`config.mk`:
```
export PLATFORM = sky130hd
export DESIGN_NAME = settable_clock_with_display_scan_top
export DESIGN_NICKNAME = d
export VERILOG_FILES = /design/src/hw/rtl/sclk_pkg.sv /design/src/hw/rtl/settable_clock_with_display_scan_top.sv
export SDC_FILE = /design/constraint.sdc
export NUM_CORES = 1
export LEC_CHECK = 0
export ABC_AREA = 1
export BUFFER_PORTS_ARGS = -buffer_cell sky130_fd_sc_hd__buf_4
export CORE_MARGIN = 2
export CORE_UTILIZATION = 40
export DETAILED_ROUTE_END_ITERATION = 10
export REMOVE_ABC_BUFFERS = 1
export SETUP_SLACK_MARGIN = 0.4
export SLEW_MARGIN = 20
export SYNTH_ARGS = -nofsm -noshare
export SYNTH_HDL_FRONTEND = slang
export SYNTH_SLANG_ARGS = --single-unit
```
`constraint.sdc`:
```
create_clock -name clk -period 3.22 [get_ports clk]
set_input_delay 0.483 -clock clk [delete_from_list [all_inputs] [get_ports clk]]
set_output_delay 0.483 -clock clk [all_outputs]
set_load 0.05 [all_outputs]
```
`src/hw/rtl/sclk_pkg.sv`:
```
// Types, constants and digit helpers of the settable clock.
package sclk_pkg;

  typedef logic [5:0] scan_t;
  typedef logic [1:0] unit_t;
  typedef logic [6:0] seg_t;

  localparam scan_t KEY_LEFT  = 6'b000001;
  localparam scan_t KEY_ENTER = 6'b000010;
  localparam scan_t KEY_ESC   = 6'b000100;
  localparam scan_t KEY_RIGHT = 6'b001000;
  localparam scan_t KEY_UP    = 6'b010000;
  localparam scan_t KEY_DOWN  = 6'b100000;

  localparam scan_t DIG_SEC_ONES  = 6'b000001;
  localparam scan_t DIG_SEC_TENS  = 6'b000010;
  localparam scan_t DIG_MIN_ONES  = 6'b000100;
  localparam scan_t DIG_MIN_TENS  = 6'b001000;
  localparam scan_t DIG_HOUR_ONES = 6'b010000;
  localparam scan_t DIG_HOUR_TENS = 6'b100000;

  localparam unit_t UNIT_SEC  = 2'd0;
  localparam unit_t UNIT_MIN  = 2'd1;
  localparam unit_t UNIT_HOUR = 2'd2;

  localparam logic [5:0] SEC_MAX  = 6'd59;
  localparam logic [5:0] MIN_MAX  = 6'd59;
  localparam logic [4:0] HOUR_MAX = 5'd23;

  localparam logic [7:0] INNER_RESET = 8'd240;
  localparam logic [7:0] OUTER_RESET = 8'd4;
  localparam logic [4:0] HOUR_RESET  = 5'd23;
  localparam logic [5:0] MIN_RESET   = 6'd59;
  localparam logic [5:0] SEC_RESET   = 6'd37;

  // Tens digit of a six-bit value, by threshold compares.
  function automatic logic [2:0] tens_of(input logic [5:0] v);
    logic [2:0] t;
    if (v >= 6'd60) t = 3'd6;
    else if (v >= 6'd50) t = 3'd5;
    else if (v >= 6'd40) t = 3'd4;
    else if (v >= 6'd30) t = 3'd3;
    else if (v >= 6'd20) t = 3'd2;
    else if (v >= 6'd10) t = 3'd1;
    else t = 3'd0;
    return t;
  endfunction

  function automatic logic [3:0] ones_of(input logic [5:0] v);
    logic [5:0] base;
    logic [5:0] diff;
    base = 6'(tens_of(v)) * 6'd10;
    diff = v - base;
    return diff[3:0];
  endfunction

  function automatic seg_t seg_of(input logic [3:0] d);
    seg_t s;
    case (d)
      4'd0: s = 7'b0111111;
      4'd1: s = 7'b0000110;
      4'd2: s = 7'b1011011;
      4'd3: s = 7'b1001111;
      4'd4: s = 7'b1100110;
      4'd5: s = 7'b1101101;
      4'd6: s = 7'b1111101;
      4'd7: s = 7'b0000111;
      4'd8: s = 7'b1111111;
      4'd9: s = 7'b1101111;
      default: s = 7'b0000000;
    endcase
    return s;
  endfunction

endpackage

```
`src/hw/rtl/settable_clock_with_display_scan_top.sv`:
```
// Settable HH:MM:SS clock with six-digit display scan and keypad handling.
//
//   channel  signals                          payload
//   in       in_valid / in_ready              key_sense
//   out      out_valid / out_ready            digit_select .. seconds_now
//   cfg      cfg_write_en (no handshake)      cfg_index, cfg_data
//
// One scan tick is taken per cycle unless the output stalls; the output register
// takes its result on acceptance. A tick is accepted whenever the output register
// is empty or is being read in the same cycle, so a stalled output stalls input.
// Reset is synchronous, holds in_ready low while it is high, and restores the
// clock to 23:59:37 with default reloads.
module settable_clock_with_display_scan_top
  import sclk_pkg::*;
(
  input  logic       clk,
  input  logic       rst,
  input  logic       cfg_write_en,
  input  logic       cfg_index,
  input  logic [7:0] cfg_data,
  input  logic       in_valid,
  output logic       in_ready,
  input  logic       key_sense,
  output logic       out_valid,
  input  logic       out_ready,
  output logic [5:0] digit_select,
  output logic [6:0] segments,
  output logic       edit_lamp,
  output logic       editing,
  output logic [1:0] edited_unit,
  output logic [4:0] hours_now,
  output logic [5:0] minutes_now,
  output logic [5:0] seconds_now
);

  logic [7:0] inner_reload, outer_reload;
  logic [7:0] inner_count, outer_count;
  logic [7:0] inner_count_next, outer_count_next;
  logic [4:0] hours_count, hours_count_next;
  logic [5:0] minutes_count, minutes_count_next;
  logic [5:0] seconds_count, seconds_count_next;
  scan_t      scan_bit, scan_bit_next, last_key, last_key_next;
  logic       press_latched, press_latched_next;
  logic       edit_on, edit_on_next;
  unit_t      unit_choice, unit_choice_next;
  logic       lamp_level, lamp_level_next;
  scan_t      sel;
  seg_t       seg;
  logic [7:0] inner_dec, outer_dec;
  logic       accept;

  assign in_ready = !rst && (!out_valid || out_ready);
  assign accept   = in_valid && in_ready;

  always_comb begin
    unique case (scan_bit)
      DIG_SEC_ONES: begin
        sel = DIG_SEC_ONES;
        seg = seg_of(ones_of(seconds_count));
      end
      DIG_SEC_TENS: begin
        sel = DIG_SEC_TENS;
        seg = seg_of({1'b0, tens_of(seconds_count)});
      end
      DIG_MIN_ONES: begin
        sel = DIG_MIN_ONES;
        seg = seg_of(ones_of(minutes_count));
      end
      DIG_MIN_TENS: begin
        sel = DIG_MIN_TENS;
        seg = seg_of({1'b0, tens_of(minutes_count)});
      end
      DIG_HOUR_ONES: begin
        sel = DIG_HOUR_ONES;
        seg = seg_of(ones_of({1'b0, hours_count}));
      end
      default: begin
        sel = DIG_HOUR_TENS;
        seg = seg_of({1'b0, tens_of({1'b0, hours_count})});
      end
    endcase
    scan_bit_next = sel[5] ? DIG_SEC_ONES : {sel[4:0], 1'b0};
  end

  always_comb begin
    inner_count_next   = inner_count;
    outer_count_next   = outer_count;
    hours_count_next   = hours_count;
    minutes_count_next = minutes_count;
    seconds_count_next = seconds_count;
    last_key_next      = last_key;
    press_latched_next = press_latched;
    edit_on_next       = edit_on;
    unit_choice_next   = unit_choice;
    lamp_level_next    = lamp_level;
    inner_dec          = inner_count - 8'd1;
    outer_dec          = outer_count - 8'd1;

    // Prescaler and time advance.
    inner_count_next = inner_dec;
    if (inner_dec == 8'd0) begin
      outer_count_next = outer_dec;
      if (outer_dec == 8'd0) begin
        outer_count_next = outer_reload;
        if (!edit_on) begin
          if (seconds_count >= SEC_MAX) begin
            seconds_count_next = '0;
            if (minutes_count >= MIN_MAX) begin
              minutes_count_next = '0;
              hours_count_next = (hours_count >= HOUR_MAX) ? '0 : hours_count + 5'd1;
            end else begin
              minutes_count_next = minutes_count + 6'd1;
            end
          end else begin
            seconds_count_next = seconds_count + 6'd1;
          end
        end
      end
      inner_count_next = inner_reload;
    end

    // Keypad.
    if (key_sense) begin
      last_key_next = scan_bit_next;
      if (!press_latched) begin
        press_latched_next = 1'b1;
        unique case (scan_bit_next)
          KEY_ESC: begin
            lamp_level_next = 1'b0;
            edit_on_next = 1'b1;
          end
          KEY_ENTER: begin
            lamp_level_next = 1'b1;
            if (edit_on) begin
              inner_count_next = inner_reload;
              outer_count_next = outer_reload;
              edit_on_next = 1'b0;
              unit_choice_next = UNIT_SEC;
            end
          end
          KEY_LEFT: begin
            if (edit_on) begin
              unit_choice_next = (unit_choice >= UNIT_HOUR) ? UNIT_SEC : unit_choice + 2'd1;
            end
          end
          KEY_RIGHT: begin
            if (edit_on) begin
              unit_choice_next = (unit_choice == UNIT_SEC || unit_choice > UNIT_HOUR) ?
                                 UNIT_HOUR : unit_choice - 2'd1;
            end
          end
          KEY_UP: begin
            if (edit_on) begin
              unique case (unit_choice)
                UNIT_SEC: seconds_count_next = (seconds_count_next >= SEC_MAX) ?
                                               '0 : seconds_count_next + 6'd1;
                UNIT_MIN: minutes_count_next = (minutes_count_next >= MIN_MAX) ?
                                               '0 : minutes_count_next + 6'd1;
                UNIT_HOUR: hours_count_next = (hours_count_next >= HOUR_MAX) ?
                                              '0 : hours_count_next + 5'd1;
                default: ;
              endcase
            end
          end
          KEY_DOWN: begin
            if (edit_on) begin
              unique case (unit_choice)
                UNIT_SEC: seconds_count_next = (seconds_count_next == '0) ?
                                               SEC_MAX : seconds_count_next - 6'd1;
                UNIT_MIN: minutes_count_next = (minutes_count_next == '0) ?
                                               MIN_MAX : minutes_count_next - 6'd1;
                UNIT_HOUR: hours_count_next = (hours_count_next == '0) ?
                                              HOUR_MAX : hours_count_next - 5'd1;
                default: ;
              endcase
            end
          end
          default: ;
        endcase
      end
    end else if (press_latched && last_key == scan_bit_next) begin
      press_latched_next = 1'b0;
    end
  end

  always_ff @(posedge clk) begin
    if (rst) begin
      inner_reload  <= INNER_RESET;
      outer_reload  <= OUTER_RESET;
      inner_count   <= INNER_RESET;
      outer_count   <= OUTER_RESET;
      hours_count   <= HOUR_RESET;
      minutes_count <= MIN_RESET;
      seconds_count <= SEC_RESET;
      scan_bit      <= DIG_SEC_ONES;
      last_key      <= '0;
      press_latched <= 1'b0;
      edit_on       <= 1'b0;
      unit_choice   <= UNIT_SEC;
      lamp_level    <= 1'b1;
      out_valid     <= 1'b0;
    end else begin
      if (cfg_write_en) begin
        if (cfg_index) outer_reload <= cfg_data;
        else inner_reload <= cfg_data;
      end
      if (accept) begin
        inner_count   <= inner_count_next;
        outer_count   <= outer_count_next;
        hours_count   <= hours_count_next;
        minutes_count <= minutes_count_next;
        seconds_count <= seconds_count_next;
        scan_bit      <= scan_bit_next;
        last_key      <= last_key_next;
        press_latched <= press_latched_next;
        edit_on       <= edit_on_next;
        unit_choice   <= unit_choice_next;
        lamp_level    <= lamp_level_next;
        out_valid     <= 1'b1;
      end else if (out_ready) begin
        out_valid <= 1'b0;
      end
    end
  end

  always_ff @(posedge clk) begin
    if (accept) begin
      digit_select <= sel;
      segments     <= seg;
      edit_lamp    <= lamp_level_next;
      editing      <= edit_on_next;
      edited_unit  <= unit_choice_next;
      hours_now    <= hours_count_next;
      minutes_now  <= minutes_count_next;
      seconds_now  <= seconds_count_next;
    end
  end

endmodule

```
======== Yosys cells after proc, flatten, opt, wreduce, memory -nomap -nowiden ========
Memory sizes are Yosys's and may differ from the RTL's.
Cells that the tools add are included.
cells by class
  $add $sub $neg .......................... 16
  multipliers ............................. 3
  magnitude comparators ................... 26
  equality and inequality tests ........... 14
  muxes and demuxes ....................... 98
  bitwise gates (word level) .............. 1
  reductions and logical operators ........ 20
operators by type and width
  operator                                                                              count
  6-bit two-way mux                                                                     26
  8-bit two-way mux                                                                     11
  5-bit two-way mux                                                                     14
  6-bit greater-or-equal comparator (second input constant)                             10
  3-bit two-way mux                                                                     16
  7-bit case mux with 5 select lines                                                    1
  6-bit case mux with 5 select lines                                                    1
  6-bit by 1-bit adder with 6-bit output (second input constant)                        4
  6-bit by 5-bit greater-or-equal comparator with 1-bit output (second input constant)  4
  2-bit two-way mux                                                                     12
  6-bit case mux with 2 select lines                                                    2
  5-bit greater-or-equal comparator (second input constant)                             4
  5-bit by 6-bit greater-or-equal comparator with 1-bit output (second input constant)  3
  8-bit zero test                                                                       2
  8-bit by 1-bit subtractor with 8-bit output (second input constant)                   2
  6-bit by 1-bit == test with 1-bit output (second input constant)                      2
  6-bit by 2-bit == test with 1-bit output (second input constant)                      2
  6-bit by 3-bit == test with 1-bit output (second input constant)                      2
  6-bit by 4-bit == test with 1-bit output (second input constant)                      2
  6-bit by 5-bit == test with 1-bit output (second input constant)                      2
  6-bit by 4-bit greater-or-equal comparator with 1-bit output (second input constant)  2
  6-bit zero test                                                                       2
  4-bit subtractor                                                                      3
  6-bit by 1-bit subtractor with 6-bit output (second input constant)                   2
  25 further kinds                                                                      47
word-level totals
  register bits after elaboration ......... 101
  memory bits (read-only) ................. 504
  input port bits ......................... 15
  output and inout bits ................... 36
  logic and storage cells ................. 206
  memories ................................ 6
memories
  memory           depth  width  rd ports  clocked after memory_dff  wr ports  line            source
  (no name shown)  16     7      1         0                         0         sclk_pkg.sv:59  case (d)
  (no name shown)  16     7      1         0                         0         sclk_pkg.sv:59
  (no name shown)  16     7      1         0                         0         sclk_pkg.sv:59
  (no name shown)  8      7      1         0                         0         sclk_pkg.sv:59
  (no name shown)  8      7      1         0                         0         sclk_pkg.sv:59
  (no name shown)  8      7      1         0                         0         sclk_pkg.sv:59

======== Longest topological paths before layout ========
Gate-level depths: netlist (run 1).
  depth in word-level cells ............... 14
  depth in mapped cells ................... 28
  gate-level depth less buffers ........... 28

======== Worst setup path after synthesis (run 1) ========
Ideal clock, no wire load.
  path kind ............................... flip-flop to flip-flop
  start point ............................. reg minutes_count[2]
  end point ............................... reg segments[6], data pin
  library setup time ...................... 0.273 ns
  data arrival time ....................... 2.735 ns
  slack ................................... 0.211 ns
  cell stages (with the launch flop) ...... 17
  path through ............................ dfxtp_1 > buf_2 > nor2_1 > o21ai_0 > o21ai_0 > nand2_1 > inv_1 > ha_1 > fa_1 > xor2_1 > or2_2 > nand2_1 > inv_1 > a21oi_1 > nor2_1 > nor3_1 > o221ai_1
on the way
  cells in the longest elaborated chain, start to end .. 12
ends and longest elaborated chain
  item                                                          line                                         source
  start, declared                                               settable_clock_with_display_scan_top.sv:40   logic [5:0] minutes_count, minutes_count_next;
  start signal, assigned                                        settable_clock_with_display_scan_top.sv:211  minutes_count <= minutes_count_next;
  6-bit by 4-bit greater-or-equal comparator with 1-bit output  sclk_pkg.sv:44                               else if (v >= 6'd10) t = 3'd1;
  1-bit two-way mux                                             sclk_pkg.sv:44
  2-bit two-way mux                                             sclk_pkg.sv:43                               else if (v >= 6'd20) t = 3'd2;
  3-bit two-way mux                                             sclk_pkg.sv:42                               else if (v >= 6'd30) t = 3'd3;
  3-bit two-way mux                                             sclk_pkg.sv:41                               else if (v >= 6'd40) t = 3'd4;
  3-bit two-way mux                                             sclk_pkg.sv:40                               else if (v >= 6'd50) t = 3'd5;
  3-bit two-way mux                                             sclk_pkg.sv:39                               if (v >= 6'd60) t = 3'd6;
  3-bit two-way mux                                             settable_clock_with_display_scan_top.sv:56   unique case (scan_bit)
  3-bit by 3-bit multiplier with 3-bit output                   sclk_pkg.sv:52                               base = 6'(tens_of(v)) * 6'd10;
  4-bit subtractor                                              sclk_pkg.sv:53                               diff = v - base;
  memory read 16 x 7 bit                                        n/a
  7-bit case mux with 5 select lines (*)                        settable_clock_with_display_scan_top.sv:56
  via seg[6]                                                    settable_clock_with_display_scan_top.sv:48   seg_t seg;
  end signal, assigned                                          settable_clock_with_display_scan_top.sv:229  segments <= seg;
  end, declared                                                 settable_clock_with_display_scan_top.sv:27   output logic [6:0] segments,
The timed path passes the listed nets; every way through them passes the cells marked *. The select of a mux whose other input is x is not followed.
A chain may end at the register's enable or synchronous reset.

======== Worst setup path after layout (run 1) ========
  start point ............................. reg outer_count[1]
  end point ............................... reg minutes_now[2], data pin
on the way
  cells in the longest elaborated chain, start to end .. 11
ends and longest elaborated chain
  item                                                                 line                                                                                      source
  start, declared                                                      settable_clock_with_display_scan_top.sv:37                                                logic [7:0] inner_count, outer_count;
  start signal, assigned                                               settable_clock_with_display_scan_top.sv:209                                               outer_count <= outer_count_next;
  8-bit by 1-bit subtractor with 8-bit output (*)                      settable_clock_with_display_scan_top.sv:97                                                outer_dec = outer_count - 8'd1;
  8-bit zero test (*)                                                  settable_clock_with_display_scan_top.sv:103                                               if (outer_dec == 8'd0) begin
  6-bit two-way mux (*)                                                settable_clock_with_display_scan_top.sv:103
  6-bit two-way mux (*)                                                settable_clock_with_display_scan_top.sv:101                                               if (inner_dec == 8'd0) begin
  6-bit by 1-bit subtractor with 6-bit output (tied with other cells)  settable_clock_with_display_scan_top.sv:171                                               MIN_MAX : minutes_count_next - 6'd1;
  6-bit two-way mux, on equally long branches                          settable_clock_with_display_scan_top.sv:170, settable_clock_with_display_scan_top.sv:157
  6-bit two-way mux, on equally long branches                          settable_clock_with_display_scan_top.sv:167, settable_clock_with_display_scan_top.sv:154
  6-bit two-way mux, on equally long branches                          settable_clock_with_display_scan_top.sv:166, settable_clock_with_display_scan_top.sv:153
  6-bit case mux with 2 select lines                                   settable_clock_with_display_scan_top.sv:127                                               unique case (scan_bit_next)
  6-bit two-way mux                                                    settable_clock_with_display_scan_top.sv:125                                               if (!press_latched) begin
  6-bit two-way mux (*)                                                settable_clock_with_display_scan_top.sv:123                                               if (key_sense) begin
  via minutes_count_next[2]                                            settable_clock_with_display_scan_top.sv:40
  end signal, assigned                                                 settable_clock_with_display_scan_top.sv:234                                               minutes_now <= minutes_count_next;
  end, declared                                                        settable_clock_with_display_scan_top.sv:32                                                output logic [5:0] minutes_now,
The timed path passes the listed nets; every way through them passes the cells marked *.

==> out/metrics.yaml, run 1 <==
cts_inserted_buffers: 9
hp-start: "rst"
yosysSeqAreaShare: 0.319
cts_tree: "built"
grt_antenna_before_repair: 0
final_util: 0.552
htree_levels: 3
netlist-cell-type-count: 50
hp-class: "input port to flip-flop"
status: "finished with violations"
grt_pass1_wl_um: 37100
required_ns: 3.32
path_clk_slew_ns: 0.07
clockBufferDepth: 2
synth_most_common_cell: "nand2_1"
setup_violations: 0
violations: "DRC"
ys.flop_type: "dfxtp_1"
synth_common_cells: "nand2_1, inv_1, nor2_1"
fin_total_pwr_uw: 2950
synth.top_cell.area_share: 0.181
die_w_um: 140
period_needed_ns: 2.92
ys.warnings.count: 0
slew_headroom: 0.594
portBuffers: 50
final_nets: 1323
die_h_um: 140
reg2reg_to: "minutes_now[2]$_DFFE_PP_"
rr_worst_depth: 20
grt_use_total: 0.235
io_pins: 51
post-dp-hpwl_um: 16200
n_antenna_cell: 0
clockRootBuffer: "clkbuf_16"
syn2layout_area_growth_pct: 34.7
rows: 49
cellLeakagePower_uw: 0.00449
ys_seq_elements: 101
reg2reg_slack_ns: 0.30
synth.avg_cell_area_um2: 6.60
hold_buffers: 0
start_kind: "flip-flop"
instances_no_fill: 1496
tightest_slew_ns: 0.608
drc: 6
drt_first_iter_violations: 659
clkLatencyLatePin_ns: 0.36
drv_slew: 0
drive_above_1_share: 0.307
ir_drop_uv: 295
num_vias: 8043
dieArea_um2: 19600
min_period_over_period: 0.907
cp-end-kind: "flip-flop"
grt_max_degree: 44
synth_area_um2: 7410
gp_congestion: 0.943
min_to: "out_valid$_SDFFE_PP0P_"
fin_area_um2: 9990
synth_edf_count: 34
dpl.cell_count: 1413
cts_sinks: 101
grt_overflow: 0
synth.area.top_cells: "dfxtp_1, nand2_1, edfxtp_1"
synth_top_cell_by_area: "dfxtp_1"
power_density_nw_per_um2: 295
clock.fmax_mhz: 342
routed_wl_um: 24000
wl_per_cell_um: 16.1
drt-vias-per-instance: 5.38
initial_core_util: 0.410
fin_skew_ns: 0.0115
grt_pass1_vias: 7406
ant_nets: 0
rsz0062_at_grt: "yes"
placedInstanceArea_um2: 8260
r2r_start: "outer_count[1]$_SDFFE_PP0P_"
worstSetupPathType: "flip-flop to flip-flop"
cp_max_fo: 6
min_path_cells: 2
maxCapViolations: 0
finalHoldViolations: 0
postSynthCellCount: 1123
coreArea_um2: 18100
drt_first_pass_iters: 8
ys_async_sr_fraction: 0
fillCellCount: 1701
worstPathArrival_ns: 3.02
per-layer routing:
layer  vias up  GRT usage  share of wire
li1       3965          -              -
met1      3755      0.300           0.43
met2       275      0.399           0.49
met3        48     0.0397          0.053
met4         0     0.0936          0.027
met5         -          0              0
critical path, cell delays in order (launching register included):
cell	delay (ns)
dfxtp_2	0.34
buf_6	0.12
nor2_4	0.14
nand2_4	0.09
o21ai_4	0.16
nand2_2	0.09
nor2_2	0.12
nand2_2	0.09
nor2_4	0.16
buf_8	0.17
nand2_8	0.08
o21ai_4	0.20
ha_4	0.17
nand3b_1	0.18
nand3_2	0.15
nand4_1	0.13
nand2_1	0.06
nand2_1	0.05
nand2_1	0.05
nand2_1	0.05
nand2_1	0.06
final cells by class:
| class | instances | area [µm²] | area share |
|---|---|---|---|
| inverter | 150 | 581 | 0.0581 |
| clock buffer | 13 | 283 | 0.0283 |
| clock inverter | 3 | 21.3 | 0.00213 |
| multi-input combinational | 845 | 5170 | 0.517 |
| timing repair buffer | 155 | 1240 | 0.125 |
| tap | 229 | 287 | 0.0287 |
| sequential | 101 | 2400 | 0.241 |
how the worst max path moves through the flow:
stage / start / slack, ns / to / depth (start not counted)
after floorplan: out_valid$_SDFFE_PP0P_ / -1.54 / outer_count[6]$_SDFFE_PP0P_ / 7
after global placement: minutes_count[4]$_SDFFE_PP1P_ / -0.04 / segments[2]$_DFFE_PP_ / 16
after detailed placement: minutes_count[4]$_SDFFE_PP1P_ / -0.12 / segments[2]$_DFFE_PP_ / 16
after CTS: hours_count[2]$_SDFFE_PP1P_ / 0.36 / segments[2]$_DFFE_PP_ / 14
after global routing: inner_count[1]$_SDFFE_PP0P_ / 0.08 / minutes_count[4]$_SDFFE_PP1P_ / 27
final: outer_count[1]$_SDFFE_PP0P_ / 0.30 / minutes_now[2]$_DFFE_PP_ / 20
cells in the final DEF, fill, tap and decap left out, types with 14 or more instances in the layout:
master / netlist / final
a21oi_1: 63 / 50
buf_6: 1 / 16
inv_1: 141 / 109
nor2_4: 4 / 16
buf_4: 0 / 137
nand2_1: 349 / 305
edfxtp_1: 34 / 34
o21ai_1: 11 / 17
nand4_1: 14 / 14
nor2_1: 99 / 82
dfxtp_1: 67 / 49
nand3_1: 71 / 58
nand2_2: 11 / 39
o21ai_0: 67 / 55
inv_2: 6 / 33
nand2_4: 2 / 16
ha_1: 43 / 31
stage by stage:
stage / hold WS [ns] / setup slack, ns / setup TNS, ns
floorplan: 0.425 / -1.54 / -66.61
global placement: 0.437 / -0.0394 / -0.0394
detailed placement: 0.452 / -0.119 / -0.186
CTS: 0.311 / 0.360 / 0
global route: 0.319 / 0.0819 / 0
finish: 0.327 / 0.299 / 0
state kept, by name, summed over array words and instances (netlist names), 2 cells and up:
register and flops:
inner_reload 8, minutes_now 6, segments 7, unit_choice 2, minutes_count 6, hours_count 5
scan_bit 6, edited_unit 2, outer_count 8, hours_now 5, outer_reload 8, digit_select 6
last_key 6, inner_count 8, seconds_count 6, seconds_now 6
cells by family (layout without fill, tap and decap cells):
kind of cell             count (synthesis)  in the layout  share of synthesized area
AO/OA/AOI/OAI                          203            203                      0.159
AND/OR/NAND/NOR                        584            584                      0.336
buffers and inverters                  177            321                     0.0922
adder cells (fa/ha/maj)                 46             46                     0.0807
flip-flops                             101            101                      0.319
multiplexers                             1              1                    0.00135
XOR/XNOR                                11             11                     0.0130
report_power, final:
group	switching [µW]	internal, µW	leakage (µW)	total [µW]
logic	290	141	0.00351	431
registers	27.6	1370	0.000829	1390
clock network	500	624	0.000151	1120
timing repair:
| item | in CTS | in global routing |
|---|---|---|
| hold endpoints to repair | 0 | 0 |
| gates resized for setup | 83 | 191 |
| setup buffers | 41 | 26 |
| pin swaps | 18 | 86 |
| setup endpoints to repair | 41 | 43 |
No activity file was read; power rests on OpenSTA's default activity.
==> run 2, diff against run 1 <==
Settings changed: BUFFER_PORTS_ARGS -buffer_cell sky130_fd_sc_hd__buf_4 to -buffer_cell sky130_fd_sc_hd__buf_2, CORE_UTILIZATION 40 to 35.
==> run 2 against run 1 <==
The run now ends clean. Global-route usage decreased by 2.8 points. Power grew 2.0%. Utilization is 9.6 points lower. Critical path depth rose by 4. Clock-buffer cell count shrank 2. Routed wire length decreased by 2.8%. Critical path type unchanged. Critical endpoint is now minutes_count[2]$_SDFFE_PP0P_. Largest cell class unchanged.
==> out/metrics.yaml, run 2 (synthesis results as in run 1) <==
crit_family: "simple AND/OR/NAND/NOR gates"
die_h_um: 150  # +6.7%
final_nets: 1303  # -1.5%
worstPathArrival_ns: 3.25  # +0.23 ns
path_depth: 24  # +20%
n_antenna_cell: 0  # unchanged
io_pins: 51  # unchanged
drive_above_1_share: 0.265  # -0.0416
routed_wl_um: 23400  # -2.8%
post-dp-hpwl_um: 16200  # -0.29%
htree_levels: 3  # unchanged
drt_first_pass_iters: 7  # -1
rsz0062_at_grt: "yes"
clock.fmax_mhz: 338  # -1.2%
portBuffers: 50  # unchanged
tightest_slew_ns: 0.777  # +0.169 ns
clockRootBuffer: "clkbuf_16"
slew_headroom: 0.482  # -0.112
instances_no_fill: 1522  # +1.7%
clkLatencyLatePin_ns: 0.36  # about the same
finalHoldViolations: 0  # unchanged
num_vias: 7910  # -1.7%
maxCapViolations: 0  # unchanged
cp-end-kind: "flip-flop"
rows: 53  # +8.2%
start_kind: "flip-flop"
reg2reg_slack_ns: 0.26  # -0.03 ns
cp_slowest_cell: "dfxtp_4"
cts_inserted_buffers: 9  # unchanged
grt_max_degree: 58  # +32%
crit_buf_inv: 3  # +1
hold_ws_ns: 0.348  # +0.0203 ns
ant_nets: 0  # unchanged
cp_max_fo: 6  # unchanged
critPathMostFrequentCell: "nand2_1"
period_needed_ns: 2.96  # +0.0341 ns
crit_chain: "inv_4 > buf_4 > ha_1 > nand2_1 > nor2_2 > nand3_1 > nor2_1 > nand2_1 > nor2_4 > buf_12 > nand2_8 > nand2_4 > nand2_4 > ha_4 > nand3b_1 > nand3_2 > nand4_1 > nand2_1 > nand2_1 > nand2_1 > nand2_1 > nand2_2 > nand2_1 > o21ai_1"
initial_core_util: 0.355  # -0.0550
cts_tree: "built"
grt_pass1_wl_um: 37000  # -0.46%
r2r_start: "inner_count[1]$_SDFFE_PP0P_"
mostFrequentLayoutCells: "nand2_1, inv_1, nor2_1"
rr_worst_depth: 24  # +20%
die_w_um: 150  # +6.7%
drc: 0  # -6
fin_skew_ns: 0.00934  # -0.00214 ns
wl_per_cell_um: 15.3  # -4.4%
syn2layout_area_growth_pct: 28.5
dieArea_um2: 22400  # +14%
clockBufferDepth: 2  # unchanged
drt_first_iter_violations: 477  # -28%
final_common_cell: "nand2_1"
hp-class: "input port to flip-flop"
min_period_over_period: 0.918  # +0.0106
ir_drop_uv: 274  # -7.1%
grt_pass1_vias: 7356  # -0.68%
cellLeakagePower_uw: 0.00427  # -4.8%
worstSetupPathType: "flip-flop to flip-flop"
grt_use_total: 0.207  # -0.0284
crit_path_end: "minutes_count[2]$_SDFFE_PP0P_"
dpl.cell_count: 1460  # +3.3%
drt-vias-per-instance: 5.20  # -3.3%
gp_congestion: 0.896  # -5.0%
drv_slew: 0  # unchanged
fillCellCount: 2120  # +25%
setup_violations: 0  # unchanged
power_density_nw_per_um2: 316  # +7.0%
required_ns: 3.51  # +0.19 ns
cts_sinks: 101  # unchanged
slowest_delay_ns: 0.36  # +0.02 ns
hold_buffers: 0  # unchanged
startpoint: "inner_count[1]$_SDFFE_PP0P_"
reg2reg_to: "minutes_count[2]$_SDFFE_PP0P_"
grt_antenna_before_repair: 0  # unchanged
grt_overflow: 0  # unchanged
status: "finished, final reports clean"
path_clk_slew_ns: 0.07  # about the same
coreArea_um2: 20900  # +15%
[run 2: cell count changes in the layout (fill, tap and decap cells not counted), moves of 4 or more]
cell	delta
buf_6	-9
nand2_4	-7
inv_2	-6
nand2_1	+10
buf_2	+50
buf_4	-60
inv_1	+8
a21oi_1	+5
nand2_2	-4
a21oi_2	-4
nor2_4	-4
dfxtp_2	-4
[run 2: what timing repair did]
action,in CTS,in global routing
endpoints found under the setup margin,40,41
pin swaps,34,70
buffers inserted,28,18
cloned,0,0
gates resized for setup,98,106
[run 2: how the worst min path moves through the flow]
stage,start,end,cells after the start,slack [ns]
3_5_place_dp,outer_reload[1]$_SDFFE_PP0P_,outer_reload[1]$_SDFFE_PP0P_,2,0.45
2_1_floorplan,inner_reload[2]$_SDFFE_PP0P_,inner_reload[2]$_SDFFE_PP0P_,2,0.43
4_1_cts,cfg_data[2],outer_reload[2]$_SDFFE_PP1P_,3,0.33
6_report,cfg_data[2],outer_reload[2]$_SDFFE_PP1P_,3,0.35
5_1_grt,cfg_data[2],outer_reload[2]$_SDFFE_PP1P_,3,0.36
3_3_place_gp,inner_reload[5]$_SDFFE_PP1P_,inner_reload[5]$_SDFFE_PP1P_,2,0.44
[run 2: area by class of cell]
| cell class | count | area [µm²] | share of cell area |
|---|---|---|---|
| multi-input cells | 845 | 4960 | 0.521 |
| flip-flops and latches | 101 | 2400 | 0.252 |
| repair buffers | 135 | 927 | 0.0973 |
| inverters | 150 | 573 | 0.0602 |
| well taps | 275 | 344 | 0.0361 |
| clock buffers | 11 | 254 | 0.0267 |
| clock inverters | 5 | 62.6 | 0.00657 |
[run 2: through the flow]
| step | power (µW) | area, µm² | setup TNS, ns | utilization | worst slack [ns] |
|---|---|---|---|---|---|
| global route | 3120 | 9530 | 0 | 0.456 | 0.0523 |
| floorplan | 1680 | 7290 | -66.61 | - | -1.54 |
| global placement | 1800 | 8200 | 0 | 0.393 | 0.0988 |
| finish | 3010 | 9530 | 0 | 0.456 | 0.265 |
| detailed placement | 1810 | 8200 | 0 | 0.393 | 0.0325 |
| CTS | 3010 | 9030 | 0 | 0.432 | 0.362 |
[run 2: routing by layer]
layer / wire length, µm / track usage
met4: 554 / 0.0667
met1: 10300 / 0.269
met3: 1390 / 0.0323
met2: 11100 / 0.351
met5: 0 / 0
[run 2: where the power goes]
group | internal (µW) | switching [µW]
registers | 1370 | 28.5
clock network | 661 | 536
logic | 125 | 292
total | 2150 | 856
[run 2: worst register-to-register path, cell delays in order, from the launching register on]
cell and delay [ns]:
dfxtp_4 0.36, inv_4 0.06, buf_4 0.10, ha_1 0.15, nand2_1 0.08, nor2_2 0.10, nand3_1 0.09, nor2_1 0.10
nand2_1 0.10, nor2_4 0.22, buf_12 0.17, nand2_8 0.07, nand2_4 0.08, nand2_4 0.08, ha_4 0.18, nand3b_1 0.22
nand3_2 0.15, nand4_1 0.11, nand2_1 0.08, nand2_1 0.05, nand2_1 0.07, nand2_1 0.06, nand2_2 0.08, nand2_1 0.05
o21ai_1 0.09
